===== config.mk =====
export PLATFORM = sky130hd
export DESIGN_NAME = sprite_rle_decoder
export DESIGN_NICKNAME = d
export VERILOG_FILES = /design/src/rtl/core/srle_pkg.sv /design/src/rtl/core/srle_cfg.sv /design/src/rtl/core/srle_front.sv /design/src/rtl/core/srle_fifo.sv /design/src/rtl/core/srle_back.sv /design/src/rtl/core/sprite_rle_decoder.sv
export SDC_FILE = /design/constraint.sdc
export NUM_CORES = 1
export LEC_CHECK = 0
export BUFFER_PORTS_ARGS = -buffer_cell sky130_fd_sc_hd__buf_4
export CAP_MARGIN = 20
export CORE_MARGIN = 3
export CORE_UTILIZATION = 30
export CTS_CLUSTER_SIZE = 25
export DETAILED_ROUTE_END_ITERATION = 10
export HOLD_SLACK_MARGIN = 0.03
export SLEW_MARGIN = 20
export SYNTH_ARGS = -nofsm -noshare
export SYNTH_HDL_FRONTEND = slang
export SYNTH_HIERARCHICAL = 1
export SYNTH_SLANG_ARGS = --single-unit

===== constraint.sdc =====
create_clock -name clk -period 27.3 [get_ports clk]
set_input_delay 1.365 -clock clk [delete_from_list [all_inputs] [get_ports clk]]
set_output_delay 1.365 -clock clk [all_outputs]
set_load 0.02 [all_outputs]

===== src/rtl/core/srle_pkg.sv =====
`default_nettype none

package srle_pkg;

    // Field widths fixed by the stream format.
    localparam int BYTE_W      = 8;
    localparam int WORD_W      = 64;
    localparam int FILL_W      = 7;
    localparam int SIDE_W      = 13;
    localparam int SIDE_MAX    = 2 ** SIDE_W - 1;
    localparam int LEFT_W      = 7;
    localparam int RUN_BIAS    = 3;
    localparam int PIX8_WORD   = 8;
    localparam int CNT_W       = 11;
    localparam int QUEUE_DEPTH = 4;

    // Configuration port.
    localparam int APB_DATA_W = 32;
    localparam int APB_ADDR_W = 4;

    localparam int DEFAULT_MAX_SIDE = 4096;

    // Register indexes.
    localparam logic [1:0] REG_MODE   = 2'd0;
    localparam logic [1:0] REG_WIDTH  = 2'd1;
    localparam logic [1:0] REG_HEIGHT = 2'd2;

    // Decode modes.
    localparam logic [1:0] MODE_RAW  = 2'd0;
    localparam logic [1:0] MODE_RLE8 = 2'd1;
    localparam logic [1:0] MODE_RLE1 = 2'd2;
    localparam logic [1:0] MODE_OFF  = 2'd3;

    // Parser state of the RLE stream.
    typedef enum logic [1:0] {
        PH_CTRL = 2'd0,
        PH_LIT  = 2'd1,
        PH_RUN  = 2'd2
    } phase_t;

    typedef struct packed {
        logic [BYTE_W-1:0] data_byte;
        logic              frame_start;
    } byte_item_t;

    typedef struct packed {
        logic [WORD_W-1:0] pixel_word;
        logic [FILL_W-1:0] pixel_count;
        logic              frame_last;
    } pixel_item_t;

    // One classified byte: pixels to pack, already cut at the frame end.
    typedef struct packed {
        logic              clear;
        logic [BYTE_W-1:0] value;
        logic [CNT_W-1:0]  count;
        logic              ends;
    } cmd_t;

    // A side of zero counts as one, a side above the limit as the limit.
    function automatic logic [SIDE_W-1:0] side_clamp(input logic [SIDE_W-1:0] v,
                                                     input int max_side);
        logic [SIDE_W-1:0] r;
        if (v == '0)
        begin
            r = SIDE_W'(1);
        end
        else if (int'(v) > max_side)
        begin
            r = SIDE_W'(max_side);
        end
        else
        begin
            r = v;
        end
        return r;
    endfunction

endpackage

`default_nettype wire


===== src/rtl/core/srle_cfg.sv =====
`default_nettype none

module srle_cfg #(
    parameter int MAX_SIDE = srle_pkg::DEFAULT_MAX_SIDE,
    parameter int TOTAL_W  = 25
) (
    input  wire logic                              clk,
    input  wire logic                              rst_n,
    input  wire logic                              psel,
    input  wire logic                              penable,
    input  wire logic                              pwrite,
    input  wire logic [srle_pkg::APB_ADDR_W-1:0]   paddr,
    input  wire logic [srle_pkg::APB_DATA_W-1:0]   pwdata,
    output logic      [srle_pkg::APB_DATA_W-1:0]   prdata,
    output logic                                   pready,
    output logic      [1:0]                        mode,
    output logic      [TOTAL_W-1:0]                total,
    output logic                                   clr
);

    localparam int SideW = srle_pkg::SIDE_W;
    localparam int DataW = srle_pkg::APB_DATA_W;

    logic [1:0]         mode_reg;
    logic [SideW-1:0]   width_reg;
    logic [SideW-1:0]   height_reg;
    logic [TOTAL_W-1:0] total_reg;
    logic [TOTAL_W-1:0] total_next;
    logic               wr;
    logic [1:0]         idx;
    logic [SideW-1:0]   mul_a;
    logic [SideW-1:0]   mul_b;
    logic [2*SideW-1:0] product;

    assign wr     = psel && penable && pwrite;
    assign idx    = paddr[3:2];
    assign pready = 1'b1;
    assign clr    = wr && (idx == srle_pkg::REG_MODE);
    assign mode   = mode_reg;
    assign total  = total_reg;

    // The frame size is multiplied out as a side is written.
    always_comb
    begin
        mul_a = srle_pkg::side_clamp(width_reg, MAX_SIDE);
        mul_b = srle_pkg::side_clamp(height_reg, MAX_SIDE);
        if (idx == srle_pkg::REG_WIDTH)
        begin
            mul_a = srle_pkg::side_clamp(pwdata[SideW-1:0], MAX_SIDE);
        end
        else if (idx == srle_pkg::REG_HEIGHT)
        begin
            mul_b = srle_pkg::side_clamp(pwdata[SideW-1:0], MAX_SIDE);
        end
        product    = mul_a * mul_b;
        total_next = product[TOTAL_W-1:0];
    end

    always_ff @(posedge clk or negedge rst_n)
    begin
        if (!rst_n)
        begin
            mode_reg   <= srle_pkg::MODE_RLE8;
            width_reg  <= SideW'(1);
            height_reg <= SideW'(1);
            total_reg  <= TOTAL_W'(1);
        end
        else if (wr)
        begin
            case (idx)
                srle_pkg::REG_MODE:
                begin
                    mode_reg <= pwdata[1:0];
                end
                srle_pkg::REG_WIDTH:
                begin
                    width_reg <= pwdata[SideW-1:0];
                    total_reg <= total_next;
                end
                srle_pkg::REG_HEIGHT:
                begin
                    height_reg <= pwdata[SideW-1:0];
                    total_reg  <= total_next;
                end
                default:
                begin
                end
            endcase
        end
    end

    // Register read back.
    always_comb
    begin
        case (idx)
            srle_pkg::REG_MODE:   prdata = DataW'(mode_reg);
            srle_pkg::REG_WIDTH:  prdata = DataW'(width_reg);
            srle_pkg::REG_HEIGHT: prdata = DataW'(height_reg);
            default:              prdata = '0;
        endcase
    end

endmodule

`default_nettype wire


===== src/rtl/core/srle_front.sv =====
`default_nettype none

module srle_front #(
    parameter int TOTAL_W = 25
) (
    input  wire logic                 clk,
    input  wire logic                 rst_n,
    input  wire logic                 clr,
    input  wire logic [1:0]           mode,
    input  wire logic [TOTAL_W-1:0]   total,
    input  wire logic                 accept,
    input  wire srle_pkg::byte_item_t item,
    output logic                      cmd_valid,
    output srle_pkg::cmd_t            cmd
);

    localparam int CntW  = srle_pkg::CNT_W;
    localparam int LeftW = srle_pkg::LEFT_W;
    localparam int CmpW  = (TOTAL_W > CntW) ? TOTAL_W : CntW;

    srle_pkg::phase_t   phase_reg;
    srle_pkg::phase_t   phase_next;
    srle_pkg::phase_t   phase_eff;
    logic [LeftW-1:0]   left_reg;
    logic [LeftW-1:0]   left_next;
    logic [LeftW-1:0]   left_eff;
    logic [TOTAL_W-1:0] done_reg;
    logic [TOTAL_W-1:0] done_next;
    logic [TOTAL_W-1:0] done_eff;
    logic [TOTAL_W-1:0] remaining;
    logic               live;
    logic               has_pixels;
    logic [7:0]         n_bytes;
    logic [CntW-1:0]    n_pixels;
    logic [CntW-1:0]    take;
    logic               ends;
    logic [7:0]         b;

    // A frame start byte sees a freshly cleared decoder.
    assign b         = item.data_byte;
    assign phase_eff = item.frame_start ? srle_pkg::PH_CTRL : phase_reg;
    assign left_eff  = item.frame_start ? '0 : left_reg;
    assign done_eff  = item.frame_start ? '0 : done_reg;
    assign live      = accept && (mode != srle_pkg::MODE_OFF) && (done_eff < total);

    // Data bytes carry pixels; a control byte only sets up the next ones.
    assign has_pixels = live && ((mode == srle_pkg::MODE_RAW) || (phase_eff != srle_pkg::PH_CTRL));
    assign n_bytes    = (mode != srle_pkg::MODE_RAW && phase_eff == srle_pkg::PH_RUN)
                      ? 8'(left_eff) + 8'(srle_pkg::RUN_BIAS) : 8'd1;
    assign n_pixels   = (mode == srle_pkg::MODE_RLE1) ? {n_bytes, 3'b000} : CntW'(n_bytes);
    assign remaining  = total - done_eff;
    assign ends       = CmpW'(n_pixels) >= CmpW'(remaining);
    assign take       = ends ? CntW'(remaining) : n_pixels;

    // Parser next state.
    always_comb
    begin
        phase_next = phase_eff;
        left_next  = left_eff;
        done_next  = done_eff;
        if (has_pixels)
        begin
            done_next = done_eff + TOTAL_W'(take);
        end
        if (live && mode != srle_pkg::MODE_RAW)
        begin
            case (phase_eff)
                srle_pkg::PH_LIT:
                begin
                    if (left_eff == '0)
                    begin
                        phase_next = srle_pkg::PH_CTRL;
                    end
                    else
                    begin
                        left_next = left_eff - LeftW'(1);
                    end
                end
                srle_pkg::PH_RUN:
                begin
                    left_next  = '0;
                    phase_next = srle_pkg::PH_CTRL;
                end
                default:
                begin
                    // Negative control: -N literals, kept as N minus one.
                    if (b[7])
                    begin
                        left_next  = ~b[LeftW-1:0];
                        phase_next = srle_pkg::PH_LIT;
                    end
                    else
                    begin
                        left_next  = b[LeftW-1:0];
                        phase_next = srle_pkg::PH_RUN;
                    end
                end
            endcase
        end
    end

    // Command to the packer.
    always_comb
    begin
        cmd_valid = accept && (item.frame_start || has_pixels);
        cmd.clear = item.frame_start;
        cmd.value = b;
        cmd.count = has_pixels ? take : '0;
        cmd.ends  = has_pixels && ends;
    end

    always_ff @(posedge clk or negedge rst_n)
    begin
        if (!rst_n)
        begin
            phase_reg <= srle_pkg::PH_CTRL;
            left_reg  <= '0;
            done_reg  <= '0;
        end
        else if (clr)
        begin
            phase_reg <= srle_pkg::PH_CTRL;
            left_reg  <= '0;
            done_reg  <= '0;
        end
        else if (accept)
        begin
            phase_reg <= phase_next;
            left_reg  <= left_next;
            done_reg  <= done_next;
        end
    end

endmodule

`default_nettype wire


===== src/rtl/core/srle_fifo.sv =====
`default_nettype none

module srle_fifo (
    input  wire logic           clk,
    input  wire logic           rst_n,
    input  wire logic           clr,
    input  wire logic           wr,
    input  wire srle_pkg::cmd_t wr_data,
    output logic                full,
    input  wire logic           rd,
    output srle_pkg::cmd_t      rd_data,
    output logic                empty
);

    localparam int Depth = srle_pkg::QUEUE_DEPTH;
    localparam int PtrW  = $clog2(Depth);
    localparam int CntW  = $clog2(Depth + 1);

    srle_pkg::cmd_t  entry_reg [Depth];
    logic [PtrW-1:0] wr_ptr_reg;
    logic [PtrW-1:0] wr_ptr_next;
    logic [PtrW-1:0] rd_ptr_reg;
    logic [PtrW-1:0] rd_ptr_next;
    logic [CntW-1:0] count_reg;
    logic [CntW-1:0] count_next;

    assign full    = (count_reg == CntW'(Depth));
    assign empty   = (count_reg == '0);
    assign rd_data = entry_reg[rd_ptr_reg];

    // Pointer and fill count update.
    always_comb
    begin
        wr_ptr_next = wr_ptr_reg;
        rd_ptr_next = rd_ptr_reg;
        count_next  = count_reg;
        if (wr)
        begin
            wr_ptr_next = (wr_ptr_reg == PtrW'(Depth - 1)) ? '0 : wr_ptr_reg + PtrW'(1);
        end
        if (rd)
        begin
            rd_ptr_next = (rd_ptr_reg == PtrW'(Depth - 1)) ? '0 : rd_ptr_reg + PtrW'(1);
        end
        if (wr && !rd)
        begin
            count_next = count_reg + CntW'(1);
        end
        else if (rd && !wr)
        begin
            count_next = count_reg - CntW'(1);
        end
    end

    always_ff @(posedge clk or negedge rst_n)
    begin
        if (!rst_n)
        begin
            wr_ptr_reg <= '0;
            rd_ptr_reg <= '0;
            count_reg  <= '0;
        end
        else if (clr)
        begin
            wr_ptr_reg <= '0;
            rd_ptr_reg <= '0;
            count_reg  <= '0;
        end
        else
        begin
            wr_ptr_reg <= wr_ptr_next;
            rd_ptr_reg <= rd_ptr_next;
            count_reg  <= count_next;
        end
    end

    // Entry storage.
    always_ff @(posedge clk)
    begin
        if (wr)
        begin
            entry_reg[wr_ptr_reg] <= wr_data;
        end
    end

    // The front only writes into free space and the packer only reads a stored entry.
    a_no_overflow: assert property (@(posedge clk) disable iff (!rst_n) !(wr && full))
        else $error("command queue written while full");
    a_no_underflow: assert property (@(posedge clk) disable iff (!rst_n) !(rd && empty))
        else $error("command queue read while empty");

endmodule

`default_nettype wire


===== src/rtl/core/srle_back.sv =====
`default_nettype none

module srle_back (
    input  wire logic           clk,
    input  wire logic           rst_n,
    input  wire logic           clr,
    input  wire logic [1:0]     mode,
    input  wire srle_pkg::cmd_t q_data,
    input  wire logic           q_empty,
    output logic                q_pop,
    output srle_pkg::pixel_item_t result,
    output logic                empty,
    input  wire logic           pop
);

    localparam int CntW  = srle_pkg::CNT_W;
    localparam int FillW = srle_pkg::FILL_W;
    localparam int WordW = srle_pkg::WORD_W;
    localparam int ByteW = srle_pkg::BYTE_W;
    localparam int Lanes = srle_pkg::PIX8_WORD;

    logic                  active_reg;
    logic                  active_next;
    logic [ByteW-1:0]      val_reg;
    logic [ByteW-1:0]      val_next;
    logic [CntW-1:0]       left_reg;
    logic [CntW-1:0]       left_next;
    logic                  ends_reg;
    logic                  ends_next;
    logic [2:0]            rot_reg;
    logic [2:0]            rot_next;
    logic [WordW-1:0]      acc_reg;
    logic [WordW-1:0]      acc_next;
    logic [FillW-1:0]      fill_reg;
    logic [FillW-1:0]      fill_next;
    logic                  out_valid_reg;
    logic                  out_valid_next;
    srle_pkg::pixel_item_t out_reg;
    srle_pkg::pixel_item_t out_next;

    logic             one_bit;
    logic [FillW-1:0] cap;
    logic [FillW-1:0] room;
    logic [FillW-1:0] take;
    logic [FillW-1:0] new_fill;
    logic             last_here;
    logic             emit;
    logic             step;
    logic             load;
    logic             popped;
    logic [ByteW-1:0] pattern;
    logic [WordW-1:0] add_word;
    logic [FillW-1:0] fill0;
    logic [2:0]       idx3;

    assign one_bit  = (mode == srle_pkg::MODE_RLE1);
    assign cap      = one_bit ? FillW'(WordW) : FillW'(Lanes);
    assign room     = cap - fill_reg;
    assign take     = (CntW'(room) > left_reg) ? left_reg[FillW-1:0] : room;
    assign new_fill = fill_reg + take;
    assign last_here = ends_reg && (left_reg == CntW'(take));
    assign emit     = (new_fill == cap) || last_here;
    assign popped   = pop && out_valid_reg;
    assign step     = active_reg && (!emit || !out_valid_reg || pop);
    assign load     = !active_reg && !q_empty;
    assign q_pop    = load && !clr;
    assign result   = out_reg;
    assign empty    = !out_valid_reg;

    // Pixels placed this cycle: positions from fill up to the new fill.
    always_comb
    begin
        for (int j = 0; j < ByteW; j++)
        begin
            idx3       = 3'(j) + rot_reg;
            pattern[j] = val_reg[idx3];
        end
        add_word = '0;
        if (one_bit)
        begin
            for (int p = 0; p < WordW; p++)
            begin
                if (FillW'(p) >= fill_reg && FillW'(p) < new_fill)
                begin
                    add_word[p] = pattern[p % ByteW];
                end
            end
        end
        else
        begin
            for (int j = 0; j < Lanes; j++)
            begin
                if (FillW'(j) >= fill_reg && FillW'(j) < new_fill)
                begin
                    add_word[j*ByteW +: ByteW] = val_reg;
                end
            end
        end
    end

    // Packer next state.
    always_comb
    begin
        active_next    = active_reg;
        val_next       = val_reg;
        left_next      = left_reg;
        ends_next      = ends_reg;
        rot_next       = rot_reg;
        acc_next       = acc_reg;
        fill_next      = fill_reg;
        out_valid_next = out_valid_reg && !popped;
        out_next       = out_reg;
        fill0          = q_data.clear ? '0 : fill_reg;
        if (clr)
        begin
            active_next = 1'b0;
            acc_next    = '0;
            fill_next   = '0;
        end
        else if (load)
        begin
            if (q_data.clear)
            begin
                acc_next  = '0;
                fill_next = '0;
            end
            val_next    = q_data.value;
            left_next   = q_data.count;
            ends_next   = q_data.ends;
            rot_next    = 3'd0 - fill0[2:0];
            active_next = (q_data.count != '0);
        end
        else if (step)
        begin
            left_next   = left_reg - CntW'(take);
            active_next = (left_reg != CntW'(take));
            if (emit)
            begin
                out_next.pixel_word  = acc_reg | add_word;
                out_next.pixel_count = new_fill;
                out_next.frame_last  = last_here;
                out_valid_next       = 1'b1;
                acc_next             = '0;
                fill_next            = '0;
            end
            else
            begin
                acc_next  = acc_reg | add_word;
                fill_next = new_fill;
            end
        end
    end

    always_ff @(posedge clk or negedge rst_n)
    begin
        if (!rst_n)
        begin
            active_reg    <= 1'b0;
            acc_reg       <= '0;
            fill_reg      <= '0;
            out_valid_reg <= 1'b0;
        end
        else
        begin
            active_reg    <= active_next;
            acc_reg       <= acc_next;
            fill_reg      <= fill_next;
            out_valid_reg <= out_valid_next;
        end
    end

    // Command and result payload.
    always_ff @(posedge clk)
    begin
        val_reg  <= val_next;
        left_reg <= left_next;
        ends_reg <= ends_next;
        rot_reg  <= rot_next;
        out_reg  <= out_next;
    end

    a_fill_below_cap: assert property (@(posedge clk) disable iff (!rst_n)
        !one_bit |-> fill_reg < FillW'(Lanes))
        else $error("byte packer fill passed a full word");
    a_active_has_work: assert property (@(posedge clk) disable iff (!rst_n)
        active_reg |-> left_reg != '0)
        else $error("packer busy with no pixels left");
    a_count_nonzero: assert property (@(posedge clk) disable iff (!rst_n)
        out_valid_reg |-> out_reg.pixel_count != '0 && out_reg.pixel_count <= cap)
        else $error("result word with a bad pixel count");

endmodule

`default_nettype wire


===== src/rtl/core/sprite_rle_decoder.sv =====
`default_nettype none

// Channel    Handshake            Payload                               Transfer when
// input      push / full          byte_item  (data_byte, frame_start)   push && !full
// result     empty / pop          pixel_item (pixel_word, count, last)  pop && !empty
// config     psel / penable       paddr, pwdata, prdata                 psel && penable && pwrite
//
// A byte is classified as it is accepted and written into the command queue; the packer
// takes a command only while idle and then works through the ceil((fill + pixels) / word)
// words it touches, one word per cycle while the output register is free or being popped.
// The packer's one-word-per-cycle datapath and its single output register set the rate.
// Reset is asynchronous and active low; a mode write also clears the decoder.
// When the result is not taken the packer holds, the queue fills and full rises.

module sprite_rle_decoder #(
    parameter int MAX_SIDE = srle_pkg::DEFAULT_MAX_SIDE
) (
    input  wire logic                            clk,
    input  wire logic                            rst_n,
    input  wire logic                            push,
    output logic                                 full,
    input  wire srle_pkg::byte_item_t            byte_item,
    output logic                                 empty,
    input  wire logic                            pop,
    output srle_pkg::pixel_item_t                pixel_item,
    input  wire logic                            psel,
    input  wire logic                            penable,
    input  wire logic                            pwrite,
    input  wire logic [srle_pkg::APB_ADDR_W-1:0] paddr,
    input  wire logic [srle_pkg::APB_DATA_W-1:0] pwdata,
    output logic      [srle_pkg::APB_DATA_W-1:0] prdata,
    output logic                                 pready
);

    localparam int SIDE_EFF = (MAX_SIDE < srle_pkg::SIDE_MAX) ? MAX_SIDE : srle_pkg::SIDE_MAX;
    localparam int TOTAL_W  = $clog2(SIDE_EFF * SIDE_EFF + 1);

    logic [1:0]         mode;
    logic [TOTAL_W-1:0] total;
    logic               clr;
    logic               accept;
    logic               cmd_valid;
    srle_pkg::cmd_t     cmd;
    srle_pkg::cmd_t     q_data;
    logic               q_empty;
    logic               q_pop;

    assign accept = push && !full;

    srle_cfg #(
        .MAX_SIDE (MAX_SIDE),
        .TOTAL_W  (TOTAL_W)
    ) u_cfg (
        .clk     (clk),
        .rst_n   (rst_n),
        .psel    (psel),
        .penable (penable),
        .pwrite  (pwrite),
        .paddr   (paddr),
        .pwdata  (pwdata),
        .prdata  (prdata),
        .pready  (pready),
        .mode    (mode),
        .total   (total),
        .clr     (clr)
    );

    srle_front #(
        .TOTAL_W (TOTAL_W)
    ) u_front (
        .clk       (clk),
        .rst_n     (rst_n),
        .clr       (clr),
        .mode      (mode),
        .total     (total),
        .accept    (accept),
        .item      (byte_item),
        .cmd_valid (cmd_valid),
        .cmd       (cmd)
    );

    srle_fifo u_fifo (
        .clk     (clk),
        .rst_n   (rst_n),
        .clr     (clr),
        .wr      (cmd_valid),
        .wr_data (cmd),
        .full    (full),
        .rd      (q_pop),
        .rd_data (q_data),
        .empty   (q_empty)
    );

    srle_back u_back (
        .clk     (clk),
        .rst_n   (rst_n),
        .clr     (clr),
        .mode    (mode),
        .q_data  (q_data),
        .q_empty (q_empty),
        .q_pop   (q_pop),
        .result  (pixel_item),
        .empty   (empty),
        .pop     (pop)
    );

endmodule

`default_nettype wire


==> impl_metrics.csv <==
group,metric,value,unit
detailed_routing,vias,21353,
cts,clk_latency,0.57,ns
detailed_routing,vias_per_cell,5.38,
cts,cts_max_level,2,
sta,worstMarginPinSlew,1.23,ns
setup_path,end_kind,"flip-flop",
cts,clock_sinks,346,
detailed_routing,drtIter0Drc,1882,
detailed_routing,ant_nets,0,
job,maxCapViolations,0,
synth,synth_top_family_by_area,"compound AO/OA/AOI/OAI gates",
sta,fin_crit_sh,33.0,%
synth,synthTopCellsByArea,"edfxtp_1 (20%), dfrtp_1 (15%), fa_1 (9.4%)",
sta,min_period,9.01,ns
synth,synth_most_common_cell,"nand2_1",
setup_path,start_kind,"input port",
place,place_congestion,0.980,
synth,syn_inst,2717,
place,pre_cts_ws,17.85,ns
setup_path,slowest_delay,0.83,ns
power,finalPower,4.14,mW
die,rows,108,
grt,grt_pass1_wl,122,mm
cts,postCtsSetupBuffers,0,
cts,clock-root-buffer,"clkbuf_16",
die,core-area,0.0876,mm2
sta,slew_headroom,17.6,%
layout,nNetsFinal,3118,
die,die_h,304,um
detailed_routing,first_pass_iters,7,
synth,ys_ff_latch,346,
sta,finalMaxSlewViolations,0,
detailed_routing,routed_wl,77.8,mm
synth,syn_avg_cell_area,9.83,um2
sta,setup-violations-final,0,
grt,gr-total-overflow,0,
power,leakage,12.9,nW
grt,grt_pass1_vias,20829,
synth,synth_compound_area_share,18.2,%
sta,fin_tns_setup,0,ns
setup_path,cp_max_fo,34,
synth,synth-xor-area-share,2.56,%
cts,clk_pin_slew,0.06,ns
detailed_routing,drc,0,
synth,ys_async_sr_fraction,48.3,%
grt,antenna_found_initial,2,
power,p_per_area,138,mW/mm2
sta,timing.final.ws_setup,18.29,ns
worst_hold_path,hp-class,"reg2reg",
layout,largest_reg_flops,84,
synth,synth_area,0.0267,mm2
setup_path,slowest_stage,"nor4_4",
sta,hold_viol_final,0,
synth,synthAdderAreaFrac,16.8,%
setup_path,crit_type,"in2reg",
cts,cts_tree,"yes",
synth,yosysSeqAreaShare,35.8,%
layout,syn_to_final_growth,12.1,%
place,post-dp-hpwl,57.5,mm
sta,skew,0.0227,ns
sta,grt_setup_unrepaired,"false",
layout,drive_gt1_share,12.6,%
outcome,outcome,"completed",
cts,cts_resized,0,
synth,synth-simple-area-share,14.8,%
grt,grt_start_max_net_pins,62,
layout,stdcell_count,3970,
sta,fmaxAchievable,111,MHz
synth,synth_top_area_cell,"edfxtp_1",
place,portBuffers,117,
detailed_routing,wl_per_cell,19.6,um
die,ios,159,
synth,synth_edf_count,179,
die,die_area,0.0926,mm2
power,ir_drop,126,uV
synth,synthMuxAreaShare,5.22,%
cts,postCtsHoldBufs,0,
setup_path,crit_arrival,9.48,ns
die,die_width,304,um
synth,synthFlopType,"edfxtp_1",
synth,synth_common_cells,"nand2_1 (282), inv_1 (266), nor2_1 (231)",
synth,ys_warn_count,6,
place,dp_cells,3898,
cts,ctsLongestPathBuffers,3,
layout,fin_util,34.2,%
synth,ys_types,113,
grt,grt_usage,16.4,%
synth,yosys.area.top_type_share,20.1,%
cts,numCtsBuffers,39,
die,start_util,30.5,%
setup_path,crit_required,27.78,ns
per-stage QoR:
stage | hold slack [ns] | area, um2
6_report | 0.487 | 29900
5_1_grt | 0.519 | 29900
4_1_cts | 0.494 | 29900
3_5_place_dp | 0.475 | 28600
3_3_place_gp | 0.466 | 28600
2_1_floorplan | 0.450 | 26800
routing by layer:
layer  up-vias  track usage, %  part of all wire [%]
met1     10593            22.4                    44
met2       785            27.0                    47
met5         -               0                 0.015
met3       161            2.97                   6.6
met4         2            3.74                   2.5
li1       9812               -                     -
report_power, final:
part | leakage [nW] | internal, mW | switching (mW)
logic | 8.46 | 0.948 | 1.80
registers | 3.79 | 0.743 | 0.105
clock network | 0.635 | 0.316 | 0.223
final timing paths:
kind                                       from                   end  slack (ns)  cells after the start
worst max-delay path               byte_item[0]  u_front/done_reg[23]       18.29                     35
worst min-delay path            u_cfg/total[16]       u_cfg/total[16]        0.49                      2
worst max register to register   u_cfg/total[0]  u_front/done_reg[23]       19.23                     32
worst min register to register  u_cfg/total[16]       u_cfg/total[16]        0.49                      2
max in group asynchronous                 rst_n  u_cfg/height_reg[12]       25.27                      2
min in group asynchronous                 rst_n  u_back/out_valid_reg        0.75                      1
layout by cell type (no fill, tap or decap), types with 10 or more instances in the layout:
cell / n
nor4_1: 21
ha_1: 157
edfxtp_1: 179
nor2_1: 230
a21oi_1: 114
dfrtp_1: 163
a221o_1: 16
nand2b_1: 32
nor3_1: 36
mux4_2: 28
o21a_1: 18
nand4_1: 18
xor2_1: 33
xnor2_1: 44
a211oi_1: 47
fa_1: 125
nor2b_1: 37
inv_1: 266
nor3b_1: 10
o31ai_1: 28
clkbuf_1: 11
o21ai_1: 10
o211ai_1: 15
mux2_2: 38
mux2i_1: 24
or3_1: 13
a211o_1: 37
conb_1: 20
or2_2: 19
a21o_1: 28
nand2_1: 282
and2_1: 23
buf_4: 146
clkbuf_16: 40
o21ai_0: 137
a22oi_1: 32
a22o_1: 82
nand3_1: 42
area by class of cell:
| type | count | area (um2) |
|---|---|---|
| well taps | 1155 | 1450 |
| flip-flops and latches | 346 | 9560 |
| diodes | 1 | 2.50 |
| multi-input cells | 1981 | 15500 |
| clock inverters | 14 | 176 |
| clock buffers | 57 | 1120 |
| fillers | 9068 | 57600 |
| inverters | 268 | 1010 |
| repair buffers | 148 | 1110 |
cells by family (layout without fill, tap and decap cells):
| family | count (synthesis) | after routing |
|---|---|---|
| buf+inv | 408 | 487 |
| other cells | 2 | 21 |
| fa+ha+maj | 283 | 283 |
| compound gates | 676 | 676 |
| simple gates | 830 | 830 |
| flops | 346 | 346 |
| mux | 94 | 94 |
| xor+xnor | 78 | 78 |
critical path, delay by kind of cell:
kind,cells,cell delay [ns]
AND/OR/NAND/NOR,13,3.39
AO/OA/AOI/OAI,11,2.28
buffers and inverters,6,0.88
adder cells (fa/ha/maj),3,0.86
multiplexers,1,0.47
XOR/XNOR,1,0.18
Note: power is estimated with default switching activity, not from simulation.
